===== src/sv/owk_pkg.sv =====
`default_nettype none
package owk_pkg;
  localparam int CordicSteps = 14;
  localparam int QueueDepth = 2;
  localparam logic [15:0] LeverReset = 16'd256;
  localparam logic signed [24:0] CordicX0 = 25'sd5094007;
  localparam logic signed [15:0] WHalf = 16'sd16384;
  localparam logic signed [15:0] WSin60 = 16'sd28378;
  localparam logic signed [23:0] SpeedMax = 24'sd8388607;
  localparam logic signed [23:0] SpeedMin = -24'sd8388608;
  localparam logic [10:0] PwmLow = 11'd100;
  localparam logic [10:0] PwmHigh = 11'd1900;
  localparam logic signed [24:0] PwmCenter = 25'sd1000;
  localparam logic [0:0] RegLever = 1'b0;

  typedef enum logic [1:0] {
    FS_IDLE,
    FS_ITER,
    FS_FULL
  } front_state_t;

  typedef struct packed {
    logic signed [15:0] cos_v;
    logic signed [15:0] sin_v;
    logic signed [15:0] vel_x;
    logic signed [15:0] vel_y;
    logic signed [15:0] ang_rate;
    logic [7:0] cmd_code;
  } work_t;

  function automatic logic [13:0] atan_val(input logic [3:0] i);
    logic [13:0] r;
    begin
      unique case (i)
        4'd0: r = 14'd8192;
        4'd1: r = 14'd4836;
        4'd2: r = 14'd2555;
        4'd3: r = 14'd1297;
        4'd4: r = 14'd651;
        4'd5: r = 14'd326;
        4'd6: r = 14'd163;
        4'd7: r = 14'd81;
        4'd8: r = 14'd41;
        4'd9: r = 14'd20;
        4'd10: r = 14'd10;
        4'd11: r = 14'd5;
        4'd12: r = 14'd3;
        4'd13: r = 14'd1;
        default: r = 14'd0;
      endcase
      return r;
    end
  endfunction

  function automatic logic signed [15:0] clamp_q15(input logic signed [24:0] v);
    logic signed [24:0] t;
    logic signed [16:0] u;
    begin
      t = (v + 25'sd128) >>> 8;
      u = t[16:0];
      if (t > 25'sd32767) return 16'sd32767;
      else if (t < -25'sd32767) return -16'sd32767;
      else return u[15:0];
    end
  endfunction
endpackage
`default_nettype wire


===== src/sv/owk_front.sv =====
`default_nettype none
module owk_front
  import owk_pkg::*;
(
  input  wire logic               clk,
  input  wire logic               rst,
  input  wire logic               in_valid,
  output logic                    in_stall,
  input  wire logic signed [15:0] vel_x,
  input  wire logic signed [15:0] vel_y,
  input  wire logic signed [15:0] ang_rate,
  input  wire logic [15:0]        heading,
  input  wire logic [7:0]         cmd_code,
  output logic                    item_valid,
  input  wire logic               item_stall,
  output work_t                   item
);
  front_state_t state, state_next;
  logic [3:0] step;
  logic signed [24:0] cx, cy;
  logic signed [14:0] cz;
  logic signed [24:0] cx_next, cy_next;
  logic signed [14:0] cz_next;
  logic [1:0] quad;
  work_t hold;
  logic signed [15:0] c, s;

  assign in_stall = (state != FS_IDLE);
  assign item_valid = (state == FS_FULL);
  assign item = hold;
  assign c = clamp_q15(cx_next);
  assign s = clamp_q15(cy_next);

  always_comb begin
    if (!cz[14]) begin
      cx_next = cx - (cy >>> step);
      cy_next = cy + (cx >>> step);
      cz_next = cz - $signed({1'b0, atan_val(step)});
    end else begin
      cx_next = cx + (cy >>> step);
      cy_next = cy - (cx >>> step);
      cz_next = cz + $signed({1'b0, atan_val(step)});
    end
  end

  always_comb begin
    state_next = state;
    unique case (state)
      FS_IDLE: if (in_valid) state_next = FS_ITER;
      FS_ITER: if (step == 4'(CordicSteps - 1)) state_next = FS_FULL;
      FS_FULL: if (!item_stall) state_next = FS_IDLE;
      default: state_next = FS_IDLE;
    endcase
  end

  always_ff @(posedge clk) begin
    if (rst) state <= FS_IDLE;
    else state <= state_next;
  end

  always_ff @(posedge clk) begin
    if (state == FS_IDLE && in_valid) begin
      cx <= CordicX0;
      cy <= '0;
      cz <= {1'b0, heading[13:0]};
      quad <= heading[15:14];
      step <= '0;
      hold.vel_x <= vel_x;
      hold.vel_y <= vel_y;
      hold.ang_rate <= ang_rate;
      hold.cmd_code <= cmd_code;
    end else if (state == FS_ITER) begin
      cx <= cx_next;
      cy <= cy_next;
      cz <= cz_next;
      step <= step + 4'd1;
    end
    if (state == FS_ITER && state_next == FS_FULL) begin
      unique case (quad)
        2'd0: begin hold.cos_v <= c; hold.sin_v <= s; end
        2'd1: begin hold.cos_v <= -s; hold.sin_v <= c; end
        2'd2: begin hold.cos_v <= -c; hold.sin_v <= -s; end
        default: begin hold.cos_v <= s; hold.sin_v <= -c; end
      endcase
    end
  end
endmodule
`default_nettype wire


===== config.mk =====
export PLATFORM = sky130hd
export DESIGN_NAME = owk_front
export DESIGN_NICKNAME = d
export VERILOG_FILES = /design/src/sv/owk_pkg.sv /design/src/sv/owk_front.sv
export SDC_FILE = /design/constraint.sdc
export NUM_CORES = 1
export LEC_CHECK = 0
export BUFFER_PORTS_ARGS = -buffer_cell sky130_fd_sc_hd__buf_2
export CORE_ASPECT_RATIO = 0.75
export CORE_MARGIN = 2
export CORE_UTILIZATION = 25
export DETAILED_ROUTE_END_ITERATION = 6
export GPL_TIMING_DRIVEN = 0
export PLACE_DENSITY = 0.4
export SLEW_MARGIN = 20
export SYNTH_ARGS = -nofsm -noshare
export SYNTH_HDL_FRONTEND = slang
export SYNTH_SLANG_ARGS = --single-unit

===== constraint.sdc =====
create_clock -name clk -period 7.6 [get_ports clk]
set_input_delay 1.52 -clock clk [delete_from_list [all_inputs] [get_ports clk]]
set_output_delay 1.52 -clock clk [all_outputs]
set_load 0.01 [all_outputs]

==> results of run 1 <==
-- worst max-delay path by stage --
stage / end / slack [ns] / depth (start not counted) / startpoint
2_1_floorplan: item[70]$_DFFE_PP_ / 0.03 / 39 / step[1]$_SDFFE_PP0P_
3_3_place_gp: item[80]$_DFFE_PP_ / -3.53 / 33 / step[3]$_SDFFE_PP0P_
3_5_place_dp: item[80]$_DFFE_PP_ / -3.43 / 33 / step[3]$_SDFFE_PP0P_
4_1_cts: item[86]$_DFFE_PP_ / -0.66 / 39 / step[1]$_SDFFE_PP0P_
5_1_grt: item[80]$_DFFE_PP_ / -0.91 / 39 / step[0]$_SDFFE_PP0P_
6_report: item[80]$_DFFE_PP_ / -0.71 / 40 / step[0]$_SDFFE_PP0P_
-- timing repair --
item / CTS / global route
hold buffers: 0 / 0
buffers inserted: 114 / 63
resized for setup: 250 / 134
setup endpoints to repair: 32 / 32
pin swaps: 90 / 93
-- area by class of cell --
type | instances | area share (%)
inverters | 57 | 0.936
clock inverters | 15 | 0.931
multi-input cells | 1685 | 58.5
flip-flops and latches | 175 | 19.6
clock buffers | 17 | 1.83
diodes | 1 | 0.0108
repair buffers | 342 | 9.60
well taps | 892 | 4.80
plain buffers | 108 | 3.79
-- flip-flops by register name, indices dropped and copies added (netlist names), named ones only --
name and cells:
cy 25, state 2, quad 2, cx 25, cz 15, step 4, item 88
-- cell families (layout without fill, tap and decap cells) --
family / Yosys count / after routing / share of synthesized area (%)
AO/OA/AOI/OAI: 642 / 642 / 24.9
XOR/XNOR: 153 / 153 / 8.10
adder cells (fa/ha/maj): 90 / 90 / 6.54
buffers and inverters: 175 / 539 / 4.83
flip-flops: 175 / 175 / 26.3
multiplexers: 124 / 124 / 9.90
other: 0 / 1 / 0
AND/OR/NAND/NOR: 676 / 676 / 19.4
-- synth_stat cells, drive strengths merged, types with 10 or more instances --
library cell	n	area, sq um
nand2	198	743
a21oi	173	870
nor2	166	631
o21ai	141	709
edfxtp	104	3120
xnor2	99	905
ha	78	976
dfxtp	71	1420
nand3	64	325
mux2i	63	631
clkbuf	60	240
buf	57	372
inv	55	206
xor2	53	472
nor3	51	275
mux4	34	773
a211oi	33	263
and3	31	199
a21o	30	225
a31oi	30	203
mux2	27	308
o211ai	27	213
or2	22	138
o21a	20	150
and2	19	120
o22ai	19	119
nand4	18	113
nor4	17	121
o21bai	16	124
nor2b	13	81.3
and4	12	108
o22a	12	105
or3	12	75.1
a22oi	11	96.3
nand2b	11	68.8
nor3b	10	75.1
o31ai	10	80.1
-- per-stage QoR --
step           utilization (%)  hold slack [ns]
2_1_floorplan                -            0.462
3_3_place_gp              28.6            0.480
3_5_place_dp              28.7            0.496
4_1_cts                   32.5            0.510
5_1_grt                   34.0            0.549
6_report                  34.0            0.520
-- worst reg2reg max path: cells and delay by family (launching register included) --
| kind | cells | cell delay (ns) |
|---|---|---|
| multiplexers | 2 | 0.78 |
| adder cells (fa/ha/maj) | 3 | 0.65 |
| buffers and inverters | 9 | 1.08 |
| AO/OA/AOI/OAI | 13 | 2.69 |
| flip-flops | 1 | 0.43 |
| XOR/XNOR | 3 | 0.72 |
| AND/OR/NAND/NOR | 10 | 1.76 |
-- routing by layer --
layer | routed length (microns) | GRT usage, % | vias up
li1 | - | - | 8413
met2 | 31500 | 30.3 | 697
met5 | 0 | 0 | -
met4 | 1530 | 4.89 | 0
met1 | 38300 | 32.2 | 8985
met3 | 6490 | 5.22 | 90
-- cell usage in the layout, fill, tap and decap left out, types with 29 or more instances in the layout --
cell      instances
a21o_1           29
a21oi_1         145
buf_2           179
buf_4           173
clkbuf_1         36
dfxtp_1          67
edfxtp_1        104
ha_1             62
inv_1            47
mux2i_1          52
mux4_2           33
nand2_1         187
nand3_1          52
nor2_1          151
nor3_1           36
o21ai_0         103
xnor2_1          77
xor2_1           44
==> impl_metrics.ini, run 1 <==
[worst_setup_path]
path_common_cell = buf_12
path_buf_inv = 9
slowest_stage = mux4_2
crit_path_end_kind = flip-flop
crit_path_max_incr_delay_ns = 0.53
crit_path_max_fanout = 6
crit_path_start_kind = flip-flop
critPathKind = flip-flop to flip-flop
crit_family = compound AO/OA/AOI/OAI gates
reg2reg_depth = 40
crit_required_ns = 7.89
reg2reg_to = item[80]$_DFFE_PP_
arrival_ns = 8.60
r2r-start = step[0]$_SDFFE_PP0P_
r2r_slack_ns = -0.71

[timing]
hold_violations = 0
timing.final.ws_setup_ns = -0.714
fin_crit_ns = 8.31
fin_setup_tns_ns = -5.27
max_slew.worst_pin.slew_ns = 1.10
maxSlewViolCount = 0
timing.final.crit_share_pct = 109
rsz0062_at_grt = yes
skew_ns = 0.0192
fmax_mhz = 120
relSlewSlack_pct = 26.8
setup_violations = 16

[placed_design]
gp_congestion = 0.951
port_buffers = 165
post_dp_cell_area_sq_um = 19600
dp_hpwl_microns = 58700
placedCellCount = 3094
pre_cts_ws_ns = -3.43

[final_layout]
synthToLayoutAreaGrowth_pct = 34.5
drive_gt1_share_pct = 33.5
design_area_sq_um = 23300
multi_input_area_sq_um = 13600
nFillCells = 7051
ff_latch_area_sq_um = 4560
finalNonFillerCells = 3292
nets = 2543

[hold_path]
worstHoldEndpoint = cy[0]$_SDFFE_PP0P_
holdPathStages = 2
hold_start = cy[0]$_SDFFE_PP0P_
hold_path.class = flip-flop to flip-flop

[detailed_routing]
drt_iter0_drc = 1805
vias = 18200
via_per_inst = 5.52
drt_first_pass_iters = 5
route.detailed.drc = 0
wire_per_inst_microns = 23.6
ant_nets = 0
wl_microns = 77800

[cts]
clk_path_buf_depth = 2
cts_sinks = 175
clock-root-buffer = clkbuf_16
clkTransAtPathRegs_ns = 0.08
numCtsBuffers = 17
clk_latency_ns = 0.50
ctsHtreeMaxLevel = 4
cts_tree = yes

[synthesis]
ys_seq_elements = 175
synth_cell_type_count = 123
yosysSeqAreaShare_pct = 26.3
synthFlopType = edfxtp_1
ys_warn_count = 0
synth_edf_count = 104
synthesis.area_sq_um = 17300
avgSynthCellArea_sq_um = 8.49
syn_inst = 2035
syn_nets = 2192
async_reset_ff_share_pct = 0

[run_status]
violations = setup timing
status = finished with violations

[global_route]
antenna_found_initial = 0
grt_pass1_wl_microns = 115000
grt_pass1_vias = 17400
overflow = 0
grt_usage_pct = 21.4
grt_max_degree = 41

[die]
fp.dieH_microns = 232
die_area_sq_um = 71300
num_io_pins = 166
core_sq_um = 68400
fp.dieW_microns = 308
rows = 83
initial_core_util_pct = 25.3

[run]
cap_violations = 0
Power of run 1 is not shown: default switching activity piles up to over one toggle a cycle in this logic, so the estimate is an artifact.
==> inputs of run 2 (changes only) <==
- ABC_AREA: unset -> 1
==> impl_metrics.ini, run 2 <==
[timing]
fin_hold_ws_ns = 0.529
skew_ns = 0.0157
fin_crit_ns = 7.16
relSlewSlack_pct = 31.9
setup_violations = 0
hold_violations = 0
timing.final.crit_share_pct = 94.2
fmax_mhz = 140
maxSlewViolCount = 0
timing.final.ws_setup_ns = 0.443
max_slew.worst_pin.slew_ns = 1.02

[synthesis]
synth_top_area_cell = nand2_1
syn_inst = 2581
synthFlopType = edfxtp_1
avgSynthCellArea_sq_um = 6.34
ys_seq_elements = 175
ys_warn_count = 0
synth.most_common_cell = nand2_1
async_reset_ff_share_pct = 0
yosysTopAreaCellShare_pct = 19.8
synthTopCellsByArea = nand2_1 (20%), edfxtp_1 (19%), nand3_1 (8.8%), dfxtp_1 (8.7%), inv_1 (7.7%)
synth_cell_type_count = 63
yosysSeqAreaShare_pct = 27.8
synth_common_cells = nand2_1 (863), inv_1 (335), nand3_1 (287)
syn_nets = 2738
synth_edf_count = 104
synthesis.area_sq_um = 16400

[worst_setup_path]
crit_path_start_kind = flip-flop
arrival_ns = 7.39
crit_path_end_kind = flip-flop
path_common_cell = nand2_1
crit_required_ns = 7.83
crit_path_max_incr_delay_ns = 0.42
slowest_stage = xor2_1
critPathKind = flip-flop to flip-flop
crit_path_max_fanout = 10

[die]
num_io_pins = 166
initial_core_util_pct = 25.2
rows = 81
core_sq_um = 65000
die_area_sq_um = 67500
fp.dieH_microns = 226
fp.dieW_microns = 299

[global_route]
grt_pass1_vias = 16200
grtUsageMet2_pct = 27.1
grt_pass1_wl_microns = 100000
grt_use_met1_pct = 31.3
grt_util_met3_pct = 3.18
grt_usage_pct = 19.7
antenna_found_initial = 1
overflow = 0
grt_max_degree = 26
busiest_layer = met1

[placed_design]
pre_cts_ws_ns = -0.803
dp_hpwl_microns = 55900
gp_congestion = 0.956
port_buffers = 165

[run_status]
violations = DRC
status = finished with violations

[final_layout]
n_antenna_cell = 0
final_cell_mix = nand2_1 (849), inv_1 (333), nand3_1 (280)
synthToLayoutAreaGrowth_pct = 18.9
layout_commonest_cell = nand2_1
largest_register_ffs = 88
nets = 2935
nFillCells = 7221
multi_input_area_sq_um = 10500
drive_gt1_share_pct = 14.4
ff_latch_area_sq_um = 4550

[cts]
clkTransAtPathRegs_ns = 0.08
clock-root-buffer = clkbuf_16
clk_path_buf_depth = 2
cts_tree = yes
cts_sinks = 175
clk_latency_ns = 0.50
numCtsBuffers = 17
ctsHtreeMaxLevel = 4

[run]
cap_violations = 0

[detailed_routing]
wire_per_inst_microns = 18.3
drt_iter0_drc = 1537
drt_first_pass_iters = 7
ant_nets = 0
route.detailed.drc = 2
via_per_inst = 4.87
vias = 17800
wl_microns = 67200

[hold_path]
hold_path.class = flip-flop to flip-flop
==> run 2: cell types whose count changed after synthesis, sizes merged, moves of 36 or more <==
cell   change
xnor2     -78
nand2    +684
mux2i     -62
nand3    +230
inv      +290
nand4     +58
nor2      +36
a21oi     -90
==> run 2: layer usage <==
layer | wire (microns) | share of wire [%]
met2 | 26400 | 39
met1 | 36000 | 54
met3 | 3940 | 5.9
met4 | 868 | 1.3
met5 | 11 | 0.016
==> run 2: kinds of logic after synthesis <==
group                    synth area share (%)
buffers and inverters                    10.3
AND/OR/NAND/NOR                          40.2
AO/OA/AOI/OAI                            10.8
adder cells (fa/ha/maj)                  6.33
flip-flops                               27.8
multiplexers                           0.0612
XOR/XNOR                                 4.50
==> run 2: stage by stage <==
step                      std cells  utilization (%)  setup TNS (ns)  cell area (sq um)
after floorplan                2581                -               0              16400
after global placement         3617             28.1          -13.92              18300
after detailed placement       3621             28.3          -14.30              18400
after CTS                      3654             29.3               0              19000
after global routing           3661             29.9          -0.110              19500
final                          3661             29.9               0              19500
==> run 2: worst paths after layout <==
kind / depth (start not counted) / start / end / slack [ns]
max: 44 / step[1]$_SDFFE_PP0P_ / item[66]$_DFFE_PP_ / 0.44
max reg2reg: 44 / step[1]$_SDFFE_PP0P_ / item[66]$_DFFE_PP_ / 0.44
min: 2 / cy[7]$_SDFFE_PP0P_ / cy[7]$_SDFFE_PP0P_ / 0.53
min reg2reg: 2 / cy[7]$_SDFFE_PP0P_ / cy[7]$_SDFFE_PP0P_ / 0.53
==> run 2: worst max-delay path, delay by kind of cell (launching register included) <==
kind,cells,cell delay [ns]
simple gates,28,3.69
buf+inv,9,1.13
fa+ha+maj,3,0.81
compound gates,3,0.51
xor+xnor,1,0.42
flops,1,0.36
==> run 2: area by class of cell <==
cell class / instances / share of cell area [%]
multi-input combinational: 1982 / 54.2
sequential: 175 / 23.4
inverter: 350 / 6.77
tap: 871 / 5.60
timing repair buffer: 178 / 5.12
clock buffer: 18 / 2.21
buffer: 74 / 2.20
clock inverter: 13 / 0.540
==> run 2: what timing repair did <==
action                     in CTS  in global routing
pin swaps                       3                 20
setup endpoints to repair      30                 30
hold buffers                    0                  0
setup buffers                   2                  7
resized for setup              24                101
Power of run 2 is left out for the same reason.
