**src/sv/owk_pkg.sv**
```systemverilog
`default_nettype none
package owk_pkg;
  localparam int CordicSteps = 14;
  localparam int QueueDepth = 2;
  localparam logic [15:0] LeverReset = 16'd256;
  localparam logic signed [24:0] CordicX0 = 25'sd5094007;
  localparam logic signed [15:0] WHalf = 16'sd16384;
  localparam logic signed [15:0] WSin60 = 16'sd28378;
  localparam logic signed [23:0] SpeedMax = 24'sd8388607;
  localparam logic signed [23:0] SpeedMin = -24'sd8388608;
  localparam logic [10:0] PwmLow = 11'd100;
  localparam logic [10:0] PwmHigh = 11'd1900;
  localparam logic signed [24:0] PwmCenter = 25'sd1000;
  localparam logic [0:0] RegLever = 1'b0;

  typedef enum logic [1:0] {
    FS_IDLE,
    FS_ITER,
    FS_FULL
  } front_state_t;

  typedef struct packed {
    logic signed [15:0] cos_v;
    logic signed [15:0] sin_v;
    logic signed [15:0] vel_x;
    logic signed [15:0] vel_y;
    logic signed [15:0] ang_rate;
    logic [7:0] cmd_code;
  } work_t;

  function automatic logic [13:0] atan_val(input logic [3:0] i);
    logic [13:0] r;
    begin
      unique case (i)
        4'd0: r = 14'd8192;
        4'd1: r = 14'd4836;
        4'd2: r = 14'd2555;
        4'd3: r = 14'd1297;
        4'd4: r = 14'd651;
        4'd5: r = 14'd326;
        4'd6: r = 14'd163;
        4'd7: r = 14'd81;
        4'd8: r = 14'd41;
        4'd9: r = 14'd20;
        4'd10: r = 14'd10;
        4'd11: r = 14'd5;
        4'd12: r = 14'd3;
        4'd13: r = 14'd1;
        default: r = 14'd0;
      endcase
      return r;
    end
  endfunction

  function automatic logic signed [15:0] clamp_q15(input logic signed [24:0] v);
    logic signed [24:0] t;
    logic signed [16:0] u;
    begin
      t = (v + 25'sd128) >>> 8;
      u = t[16:0];
      if (t > 25'sd32767) return 16'sd32767;
      else if (t < -25'sd32767) return -16'sd32767;
      else return u[15:0];
    end
  endfunction
endpackage
`default_nettype wire

```
**src/sv/owk_queue.sv**
```systemverilog
`default_nettype none
module owk_queue
  import owk_pkg::*;
(
  input  wire logic clk,
  input  wire logic rst,
  input  wire logic wr_valid,
  output logic      wr_stall,
  input  work_t     wr_data,
  output logic      rd_valid,
  input  wire logic rd_stall,
  output work_t     rd_data
);
  work_t slots [QueueDepth];
  logic [$clog2(QueueDepth)-1:0] wp, rp;
  logic [$clog2(QueueDepth):0] count;
  logic push, pop;

  assign wr_stall = (count == ($clog2(QueueDepth)+1)'(QueueDepth));
  assign rd_valid = (count != '0);
  assign rd_data = slots[rp];
  assign push = wr_valid && !wr_stall;
  assign pop = rd_valid && !rd_stall;

  always_ff @(posedge clk) begin
    if (rst) begin
      wp <= '0;
      rp <= '0;
      count <= '0;
    end else begin
      if (push) wp <= wp + 1'b1;
      if (pop) rp <= rp + 1'b1;
      count <= count + ($clog2(QueueDepth)+1)'(push) - ($clog2(QueueDepth)+1)'(pop);
    end
    if (push) slots[wp] <= wr_data;
  end
endmodule
`default_nettype wire

```
**config.mk**
```make
export PLATFORM = sky130hd
export DESIGN_NAME = owk_queue
export DESIGN_NICKNAME = d
export VERILOG_FILES = /design/src/sv/owk_pkg.sv /design/src/sv/owk_queue.sv
export SDC_FILE = /design/constraint.sdc
export NUM_CORES = 1
export LEC_CHECK = 0
export BUFFER_PORTS_ARGS = -buffer_cell sky130_fd_sc_hd__buf_2
export CELL_PAD_IN_SITES_DETAIL_PLACEMENT = 1
export CELL_PAD_IN_SITES_GLOBAL_PLACEMENT = 2
export CORE_ASPECT_RATIO = 1.5
export CORE_MARGIN = 2
export CORE_UTILIZATION = 34
export DETAILED_ROUTE_END_ITERATION = 8
export PLACE_DENSITY = 0.72
export SLEW_MARGIN = 20
export SYNTH_ARGS = -nofsm -noshare
export SYNTH_HDL_FRONTEND = slang
export SYNTH_SLANG_ARGS = --single-unit
```
**constraint.sdc**
```tcl
create_clock -name clk -period 3.05 [get_ports clk]
set_input_delay 0.1525 -clock clk [delete_from_list [all_inputs] [get_ports clk]]
set_output_delay 0.1525 -clock clk [all_outputs]
set_load 0.03 [all_outputs]
```
==> results of run 1 <==
-- power by group --
part / leakage [nW] / switching (mW) / total, mW / internal, mW
combinational: 1.58 / 1.42 / 2.28 / 0.854
clock: 0.293 / 0.922 / 2.22 / 1.30
sequential: 1.69 / 0.158 / 3.33 / 3.17
total: 3.56 / 2.50 / 7.82 / 5.32
-- final cells by class --
type / count / area (sq um) / share of cell area [%]
well taps: 256 / 320 / 3.41
clock buffers: 18 / 429 / 4.58
multi-input cells: 107 / 1190 / 12.7
clock inverters: 14 / 173 / 1.84
inverters: 5 / 22.5 / 0.240
repair buffers: 273 / 1860 / 19.8
flip-flops and latches: 181 / 5390 / 57.4
-- flip-flops by register name, indices dropped and copies added, names as in the netlist, named ones only --
signal and flops:
count 2, rp 1, wp 1, slots 176
-- worst max-delay path: stages (launching register included) --
cell and delay (ns):
sky130_fd_sc_hd__dfxtp_4 0.72, sky130_fd_sc_hd__buf_12 0.34, sky130_fd_sc_hd__mux2_2 0.38, sky130_fd_sc_hd__buf_2 0.18
-- routing by layer --
metal	vias to the layer above	global-route usage, %	wire length [um]
li1	1755	-	-
met1	1877	14.9	5390
met2	113	26.6	8090
met3	8	3.99	630
met4	0	4.82	155
met5	-	0	0
-- timing repair --
item	4_1_cts	5_1_grt
hold buffers	89	0
gates resized for setup	0	0
endpoints found under the hold margin	181	0
-- cell families after synthesis --
group | Yosys count | synth area share [%]
xor+xnor | 1 | 0.131
fa+ha+maj | 2 | 0.375
simple gates | 11 | 0.901
mux | 88 | 16.0
flops | 181 | 80.8
buf+inv | 15 | 1.41
compound gates | 5 | 0.375
-- placed cells by master, fill, tap and decap left out, types with 2 or more instances in the layout --
| cell type | instances |
|---|---|
| sky130_fd_sc_hd__o21ai_0 | 2 |
| sky130_fd_sc_hd__clkinv_4 | 3 |
| sky130_fd_sc_hd__or3_1 | 2 |
| sky130_fd_sc_hd__bufinv_16 | 3 |
| sky130_fd_sc_hd__edfxtp_1 | 176 |
| sky130_fd_sc_hd__inv_6 | 4 |
| sky130_fd_sc_hd__buf_2 | 181 |
| sky130_fd_sc_hd__nor2_1 | 3 |
| sky130_fd_sc_hd__dfxtp_1 | 4 |
| sky130_fd_sc_hd__clkinv_2 | 2 |
| sky130_fd_sc_hd__mux2_4 | 20 |
| sky130_fd_sc_hd__clkbuf_16 | 17 |
| sky130_fd_sc_hd__clkinvlp_4 | 2 |
| sky130_fd_sc_hd__dlygate4sd3_1 | 89 |
| sky130_fd_sc_hd__mux2_2 | 68 |
| sky130_fd_sc_hd__buf_12 | 3 |
| sky130_fd_sc_hd__ha_1 | 2 |
| sky130_fd_sc_hd__inv_1 | 4 |
| sky130_fd_sc_hd__a21oi_1 | 3 |
-- worst min path at each step --
| stage | from | to | cells past startpoint |
|---|---|---|---|
| finish | rd_stall | register | 3 |
| CTS | rd_stall | register | 3 |
| detailed placement | wr_data[35] | slots[1][35] | 1 |
| floorplan | rst | register | 1 |
| global placement | wr_data[3] | slots[0][3] | 1 |
| global route | rd_stall | register | 3 |
-- stage by stage --
stage          util, %  cell area [sq um]  setup slack (ns)
4_1_cts           49.0               9380             0.727
6_report          49.0               9380             0.782
3_5_place_dp      41.2               7890              1.18
5_1_grt           49.0               9380             0.649
3_3_place_gp      41.2               7890              1.22
2_1_floorplan        -               6670            0.0443
==> impl_metrics.ini, run 1 <==
[yosys]
synth_area_per_cell_sq_um = 22.0
synth_most_common_cell = sky130_fd_sc_hd__edfxtp_1
ys_async_sr_fraction_pct = 0
yosysWarnings = 0
yosys.cell_types.count = 19
netlist.top_cell.by_area = sky130_fd_sc_hd__edfxtp_1
synth_sequential_area_ratio_pct = 80.8
post_synth_instance_area_sq_um = 6660
syn-num-nets = 397
synthesis.instances = 303
synthTopCellsByCount = sky130_fd_sc_hd__edfxtp_1, sky130_fd_sc_hd__mux2_2, sky130_fd_sc_hd__mux2_4, sky130_fd_sc_hd__buf_2
dominantRegCellSynth = sky130_fd_sc_hd__edfxtp_1
synth_top_area_share_pct = 79.3
synth_enable_flop_cells = 176
synth.top_cells.by_area = sky130_fd_sc_hd__edfxtp_1, sky130_fd_sc_hd__mux2_2, sky130_fd_sc_hd__mux2_4
synth-seq-cells = 181

[die]
initial_core_util_pct = 34.8
core-area_sq_um = 19200
rows = 62
die_width_um = 118
chipHeight_um = 175
io_pins = 182
dieArea_sq_um = 20800

[drt]
drt-wirelength-per-cell_um = 16.7
vias_per_cell = 4.39
drc_errors = 0
drt_iter0_drc = 165
drt_pass1_iterations = 4
antenna_left = 0
wl_um = 14300
vias = 3753

[layout]
fill_cells = 1865
final_cell_count_no_fill = 854
syn2layout_area_growth_pct = 40.8
finish.net_count = 679
diodes = 0
ratio_of_cells_with_drive_above_1_in_the_final_layout_pct = 51.2

[worst_setup_path]
worst_setup_path_start_kind = register
critPathCapture = rd_data[83]
type_of_the_worst_setup_path = reg2out
slack_of_the_worst_reg_to_reg_path_ns = 1.15
cp_data_arrival_time_ns = 2.12
regToRegStartpoint = count[0]
critical_path.max_fanout = 47
cp_required_ns = 2.90
end_kind = output pin
ff2ff_path_depth = 5
critical_path.reg2reg.endpoint = slots[0][67]

[global_routing]
grt_util_all_layers_pct = 14.1
grt_overflow = 0
grt_max_degree = 89
grt_pass1_vias = 4234
grt_first_pass_wirelength_um = 22300
grt_antenna_before_repair = 0

[sta]
worst_hold_slack_across_all_endpoints_ns = 0.0636
timing.clock.skew_ns = 0.00687
final_period_demand_of_the_worst_path_ns = 2.27
tns_ns = 0
fin_crit_sh_pct = 74.3
setup_viol = 0
timing_worst_slew_pin_value_ns = 0.585
max_slew_margin_pct = 61.0
hold_viol = 0
drv_slew = 0
achievable-frequency_mhz = 441
grt_setup_unrepaired = false

[clock_network]
cts_htree_levels = 4
buffers_from_clock_root_to_sink_at_most = 2
clockRootBuffer = sky130_fd_sc_hd__clkbuf_16
number_of_sinks_handled_by_clock_tree_synthesis = 181
cts_tree = built
cts_made_buffers = 17
clk_transition_reported_paths_ns = 0.06
post-cts-setup-buffer-count = 0
clk-insertion-delay-late_ns = 0.41

[power]
leakage_nw = 3.56
power.density_nw_per_um2 = 834
report.power.total_mw = 7.82
max_ir_drop_vdd_uv = 489

[job]
max_capacitance_violation_count = 0

[place]
gp_congestion = 0.707
dpl.cell_count = 733
detailedPlacementHpwl_um = 8740
place.port_buffers = 181

[status]
run_status = complete, no violations

[worst_hold_path]
worstHoldPathType = in2reg
No activity file was read; power rests on OpenSTA's default activity.
==> inputs of run 2 (changes only) <==
--- a/config.mk
+++ b/config.mk
@@ -5,6 +5,7 @@
 export SDC_FILE = /design/constraint.sdc
 export NUM_CORES = 1
 export LEC_CHECK = 0
+export ABC_AREA = 1
 export BUFFER_PORTS_ARGS = -buffer_cell sky130_fd_sc_hd__buf_2
 export CELL_PAD_IN_SITES_DETAIL_PLACEMENT = 1
 export CELL_PAD_IN_SITES_GLOBAL_PLACEMENT = 2
==> constraint.sdc (replaced) <==
create_clock -name clk -period 2 [get_ports clk]
set_input_delay 0.1 -clock clk [delete_from_list [all_inputs] [get_ports clk]]
set_output_delay 0.1 -clock clk [all_outputs]
set_load 0.03 [all_outputs]
==> run 2 against run 1 <==
Compared with the run above: global-route usage rose by 0.24 points; design area rose by 0.97%; combinational power up 57%; final cell count up 2.1%; flip-flop and latch count unchanged; utilization increased by 0.28 points; first-iteration DRC count up 4.8%; synthesized cell count up 3.3%; clock power grew 50%; count of clock-buffer cells in the layout did not move; die area is 0.20% higher; sequential share of layout area fell by 0.53 points; critical path type unchanged; largest cell class unchanged; highest routed layer is now met5.
==> impl_metrics.ini, run 2 <==
[sta]
tns_ns = 0
setup_viol = 0
layout_setup_ws_ns = 0.185
hold_viol = 0
drv_slew = 0
max_slew_margin_pct = 62.9
timing.clock.skew_ns = 0.0135
fin_crit_sh_pct = 90.7
final_period_demand_of_the_worst_path_ns = 1.81
grt_setup_unrepaired = false
worst_hold_slack_across_all_endpoints_ns = 0.0265
achievable-frequency_mhz = 551
timing_worst_slew_pin_value_ns = 0.557

[worst_setup_path]
critical-path-max-stage-delay_ns = 0.48
worst_setup_path_start_kind = register
cp_data_arrival_time_ns = 1.71
critical_path.max_fanout = 28
timing.critical_path.cells = buf_12 > mux2_2 > buf_2
cp_required_ns = 1.90
type_of_the_worst_setup_path = reg2out
worst_path_max_delay_cell = sky130_fd_sc_hd__dfxtp_4
ff2ff_path_depth = 5
end_kind = output pin

[layout]
leading_cell_type_in_the_layout_fill_and_taps_excluded = sky130_fd_sc_hd__buf_2
ratio_of_cells_with_drive_above_1_in_the_final_layout_pct = 51.6
finish.utilization_pct = 49.2
largest_register_ffs = 176
finish.net_count = 695
syn2layout_area_growth_pct = 41.8
largest-register = slots
post-route-cell-area_sq_um = 9470
final_cell_count_no_fill = 872
top_regs = slots: 176 flops, count: 2 flops
layout_common_cells = sky130_fd_sc_hd__buf_2, sky130_fd_sc_hd__edfxtp_1, sky130_fd_sc_hd__dlygate4sd3_1

[clock_network]
cts_htree_levels = 4
cts_tree = built
clockRootBuffer = sky130_fd_sc_hd__clkbuf_16
cts_made_buffers = 17
number_of_sinks_handled_by_clock_tree_synthesis = 181
cts_repair_resize_count = 0
clk_transition_reported_paths_ns = 0.07
clk-insertion-delay-late_ns = 0.43
buffers_from_clock_root_to_sink_at_most = 2

[yosys]
syn-num-nets = 407
synth_area_per_cell_sq_um = 21.3
yosys.cell_types.count = 12
synth.top_cells.by_area = sky130_fd_sc_hd__edfxtp_1, sky130_fd_sc_hd__mux2_2, sky130_fd_sc_hd__mux2_4
netlist.top_cell.by_area = sky130_fd_sc_hd__edfxtp_1
synthTopCellsByCount = sky130_fd_sc_hd__edfxtp_1, sky130_fd_sc_hd__mux2_2, sky130_fd_sc_hd__mux2_4, sky130_fd_sc_hd__inv_1, sky130_fd_sc_hd__nor2_1
synthesis.instances = 313
synth_top_area_share_pct = 79.1
synth-seq-cells = 181
synth_most_common_cell = sky130_fd_sc_hd__edfxtp_1
post_synth_instance_area_sq_um = 6680
synth_sequential_area_ratio_pct = 80.6
ys_async_sr_fraction_pct = 0
synth_enable_flop_cells = 176
dominantRegCellSynth = sky130_fd_sc_hd__edfxtp_1
yosysWarnings = 0

[worst_hold_path]
hold_path_depth = 5
worstHoldPathType = in2reg

[place]
place.port_buffers = 181
dp_worst_setup_slack_ns = 0.490
place_area_sq_um = 7960
gp_congestion = 0.733
dpl.cell_count = 747
detailedPlacementHpwl_um = 9240

[drt]
antenna_left = 0
drt_iter0_drc = 173
wl_um = 14600
drt-wirelength-per-cell_um = 16.7
vias = 3843
drt_pass1_iterations = 4
vias_per_cell = 4.41
drc_errors = 0

[global_routing]
grt_pass1_vias = 4368
grt_overflow = 0
grt_max_degree = 89
grt_util_all_layers_pct = 14.3
grt_first_pass_wirelength_um = 22500
grt_antenna_before_repair = 3

[power]
clock_power_share_pct = 28.0
p_sw_mw = 3.89
swShare_pct = 32.6
report.power.total_mw = 11.9
power.density_nw_per_um2 = 1260
power.combinational.fraction_pct = 30.1
max_ir_drop_vdd_uv = 700
power.sequential.fraction_pct = 41.9
leakage_nw = 3.62
internal-power_mw = 8.04

[die]
rows = 62
dieArea_sq_um = 20800
io_pins = 182
chipHeight_um = 176
initial_core_util_pct = 34.7
die_width_um = 118
core-area_sq_um = 19200

[job]
max_capacitance_violation_count = 0

[status]
run_status = complete, no violations
[run 2: power groups by stage]
stage / combinational, mW / clock, mW / sequential, mW
after global routing: 3.82 / 3.56 / 5.05
after CTS: 3.62 / 3.43 / 5.03
after global placement: 3.43 / 0 / 5.07
final: 3.59 / 3.34 / 5.00
after detailed placement: 3.47 / 0 / 5.11
after floorplan: 2.54 / 0 / 5.01
[run 2: cells by family after synthesis]
group / count (synthesis) / synth area share [%]
compound gates: 2 / 0.150
fa+ha+maj: 2 / 0.375
buf+inv: 20 / 1.69
flops: 181 / 80.6
mux: 88 / 16.0
simple gates: 20 / 1.18
[run 2: repair_timing]
item | 4_1_cts | 5_1_grt
hold buffers | 90 | 0
endpoints found under the hold margin | 181 | 0
setup endpoints to repair | 0 | 1
buffers inserted | 0 | 1
[run 2: worst paths after layout]
| path | start | end | slack (ns) |
|---|---|---|---|
| setup / recovery | register | rd_data[50] | 0.19 |
| hold / removal | rd_stall | rp | 0.03 |
| hold reg to reg | rp | rp | 0.50 |
| setup reg to reg | count[0] | slots[1][64] | 0.46 |
[run 2: cell type report]
cell class | count | area, sq um
sequential | 181 | 5390
fill | 1905 | 9770
clock inverter | 14 | 165
tap | 256 | 320
inverter | 10 | 41.3
antenna | 2 | 5.00
multi-input combinational | 112 | 1200
timing repair buffer | 279 | 1920
clock buffer | 18 | 429
[run 2: routing by layer]
metal  track usage (%)  routed length, um  vias to the layer above
li1                  -                  -                     1792
met1              13.4               5020                     1901
met2              27.9               8420                      122
met3              4.64                729                       26
met4              6.40                381                        2
met5                 0                 16                        -
[run 2: critical path, delay by kind of cell, from the launching register on]
kind | cells | cell delay (ns)
flip-flops | 1 | 0.48
buffers and inverters | 2 | 0.43
multiplexers | 1 | 0.36
==> inputs of run 3 (changes only) <==
--- a/config.mk
+++ b/config.mk
@@ -11,9 +11,9 @@
 export CELL_PAD_IN_SITES_GLOBAL_PLACEMENT = 2
 export CORE_ASPECT_RATIO = 1.5
 export CORE_MARGIN = 2
-export CORE_UTILIZATION = 34
+export CORE_UTILIZATION = 41
 export DETAILED_ROUTE_END_ITERATION = 8
-export PLACE_DENSITY = 0.72
+export PLACE_DENSITY = 0.82
 export SLEW_MARGIN = 20
 export SYNTH_ARGS = -nofsm -noshare
 export SYNTH_HDL_FRONTEND = slang
==> constraint.sdc (replaced) <==
create_clock -name clk -period 2.1 [get_ports clk]
set_input_delay 0.105 -clock clk [delete_from_list [all_inputs] [get_ports clk]]
set_output_delay 0.105 -clock clk [all_outputs]
set_load 0.03 [all_outputs]
==> run 3 against run 2 <==
Compared with the run above: flip-flop and latch count is the same; combinational power down 5%; critical path depth is the same; utilization is 9.6 points higher; highest routed layer is now met4.
==> impl_metrics.ini, run 3 (synthesis gave the netlist of run 2 again) <==
[clock_network]
clk-insertion-delay-late_ns = 0.42
cts_made_buffers = 17
cts_tree = built
clockRootBuffer = sky130_fd_sc_hd__clkbuf_16
cts_htree_levels = 4
post-cts-setup-buffer-count = 0
number_of_sinks_handled_by_clock_tree_synthesis = 181
cts_hold_buf = 90
buffers_from_clock_root_to_sink_at_most = 2
cts_repair_resize_count = 0
clk_transition_reported_paths_ns = 0.07

[place]
dp_worst_setup_slack_ns = 0.569
place.port_buffers = 181
gp_congestion = 0.718
detailedPlacementHpwl_um = 9130

[global_routing]
grt_max_degree = 64
grt_overflow = 0
grt_pass1_vias = 4423
grt_util_all_layers_pct = 17.6
grt_first_pass_wirelength_um = 22800
grt_antenna_before_repair = 0

[sta]
timing_worst_slew_pin_value_ns = 0.484
final_period_demand_of_the_worst_path_ns = 1.88
setup_viol = 0
drv_slew = 0
hold_viol = 0
layout_setup_ws_ns = 0.220
worst_hold_slack_across_all_endpoints_ns = 0.0462
grt_setup_unrepaired = false
achievable-frequency_mhz = 532
fin_crit_sh_pct = 89.5
timing.clock.skew_ns = 0.0134
max_slew_margin_pct = 67.8

[layout]
layout_common_cells = sky130_fd_sc_hd__buf_2, sky130_fd_sc_hd__edfxtp_1, sky130_fd_sc_hd__dlygate4sd3_1
largest_register_ffs = 176
largest-register = slots
leading_cell_type_in_the_layout_fill_and_taps_excluded = sky130_fd_sc_hd__buf_2
footprint_of_the_multi_input_gates_sq_um = 1200
ratio_of_cells_with_drive_above_1_in_the_final_layout_pct = 51.5
top_regs = slots: 176 flops, count: 2 flops
diodes = 0
fill_cells = 1493
syn2layout_area_growth_pct = 41.4
finish.net_count = 694
seqCellArea_sq_um = 5390

[worst_setup_path]
slack_of_the_worst_reg_to_reg_path_ns = 0.58
cp_num_buf_inv = 2
worst_path_max_delay_cell = sky130_fd_sc_hd__dfxtp_4
critical-path-max-stage-delay_ns = 0.49
cp_top_family = flip-flops
type_of_the_worst_setup_path = reg2out
critical_path.max_fanout = 15
cp_data_arrival_time_ns = 1.77
end_kind = output pin
worst_setup_path_start_kind = register
timing.critical_path.cells = buf_4 > mux2_2 > buf_2
cp_required_ns = 2.00

[power]
max_ir_drop_vdd_uv = 668
report.power.total_mw = 11.5
power.density_nw_per_um2 = 1220
leakage_nw = 3.63

[drt]
vias = 3804
drt_pass1_iterations = 4
drt-wirelength-per-cell_um = 17.9
wl_um = 14700
vias_per_cell = 4.64
drc_errors = 0
antenna_left = 0
drt_iter0_drc = 130

[die]
core-area_sq_um = 16000
rows = 57
io_pins = 182
dieArea_sq_um = 17300
die_width_um = 108
chipHeight_um = 160
initial_core_util_pct = 41.6

[status]
run_status = complete, no violations

[worst_hold_path]
worstHoldPathType = in2reg

[job]
max_capacitance_violation_count = 0
-- run 3: changes by cell type in the layout (fill, tap and decap cells not counted) --
cell and delta:
sky130_fd_sc_hd__clkinv_2 -1, sky130_fd_sc_hd__clkinv_8 +2, sky130_fd_sc_hd__buf_4 -1, sky130_fd_sc_hd__clkinv_4 -1
sky130_fd_sc_hd__clkinv_1 +1, sky130_fd_sc_hd__diode_2 -2, sky130_fd_sc_hd__bufinv_16 +1, sky130_fd_sc_hd__inv_6 -2
sky130_fd_sc_hd__inv_8 +1, sky130_fd_sc_hd__clkbuf_1 -1
-- run 3: tightest hold or removal path, delay by kind of cell --
family        cells  cell delay, ns
buf+inv           2            0.12
simple gates      3            0.20
-- run 3: stage by stage --
step	util (%)	std cells	TNS [ns]	cell area, sq um
after floorplan	-	313	-20.37	6710
after CTS	58.8	819	0	9440
after global placement	49.2	697	0	7900
final	58.8	819	0	9440
after global routing	58.8	819	0	9440
after detailed placement	49.2	697	0	7900
-- run 3: path summary, 6_finish.rpt --
| check | from | to | cells past startpoint |
|---|---|---|---|
| setup / recovery | register | rd_data[45] | 3 |
| setup reg to reg | count[0] | slots[0][7] | 5 |
| hold reg to reg | rp | register | 2 |
| hold / removal | rd_stall | register | 5 |
-- run 3: metal layers --
metal / track usage, % / vias up / share of wire (%)
met4: 7.93 / 0 / 2.3
met3: 3.45 / 23 / 3.9
met5: 0 / - / 0
met2: 34.5 / 117 / 59
met1: 17.3 / 1872 / 35
li1: - / 1792 / -
-- run 3: report_power, final --
group	total, mW	internal (mW)	switching (mW)
Clock	3.35	1.93	1.42
Sequential	4.77	4.59	0.186
Combinational	3.40	1.27	2.14
Total	11.5	7.78	3.74
-- run 3: area by class of cell --
class / instances / area share (%)
clock buffers: 17 / 4.51
clock inverters: 15 / 2.24
inverters: 10 / 0.437
multi-input cells: 112 / 12.7
flip-flops and latches: 181 / 57.1
well taps: 206 / 2.73
repair buffers: 278 / 20.2
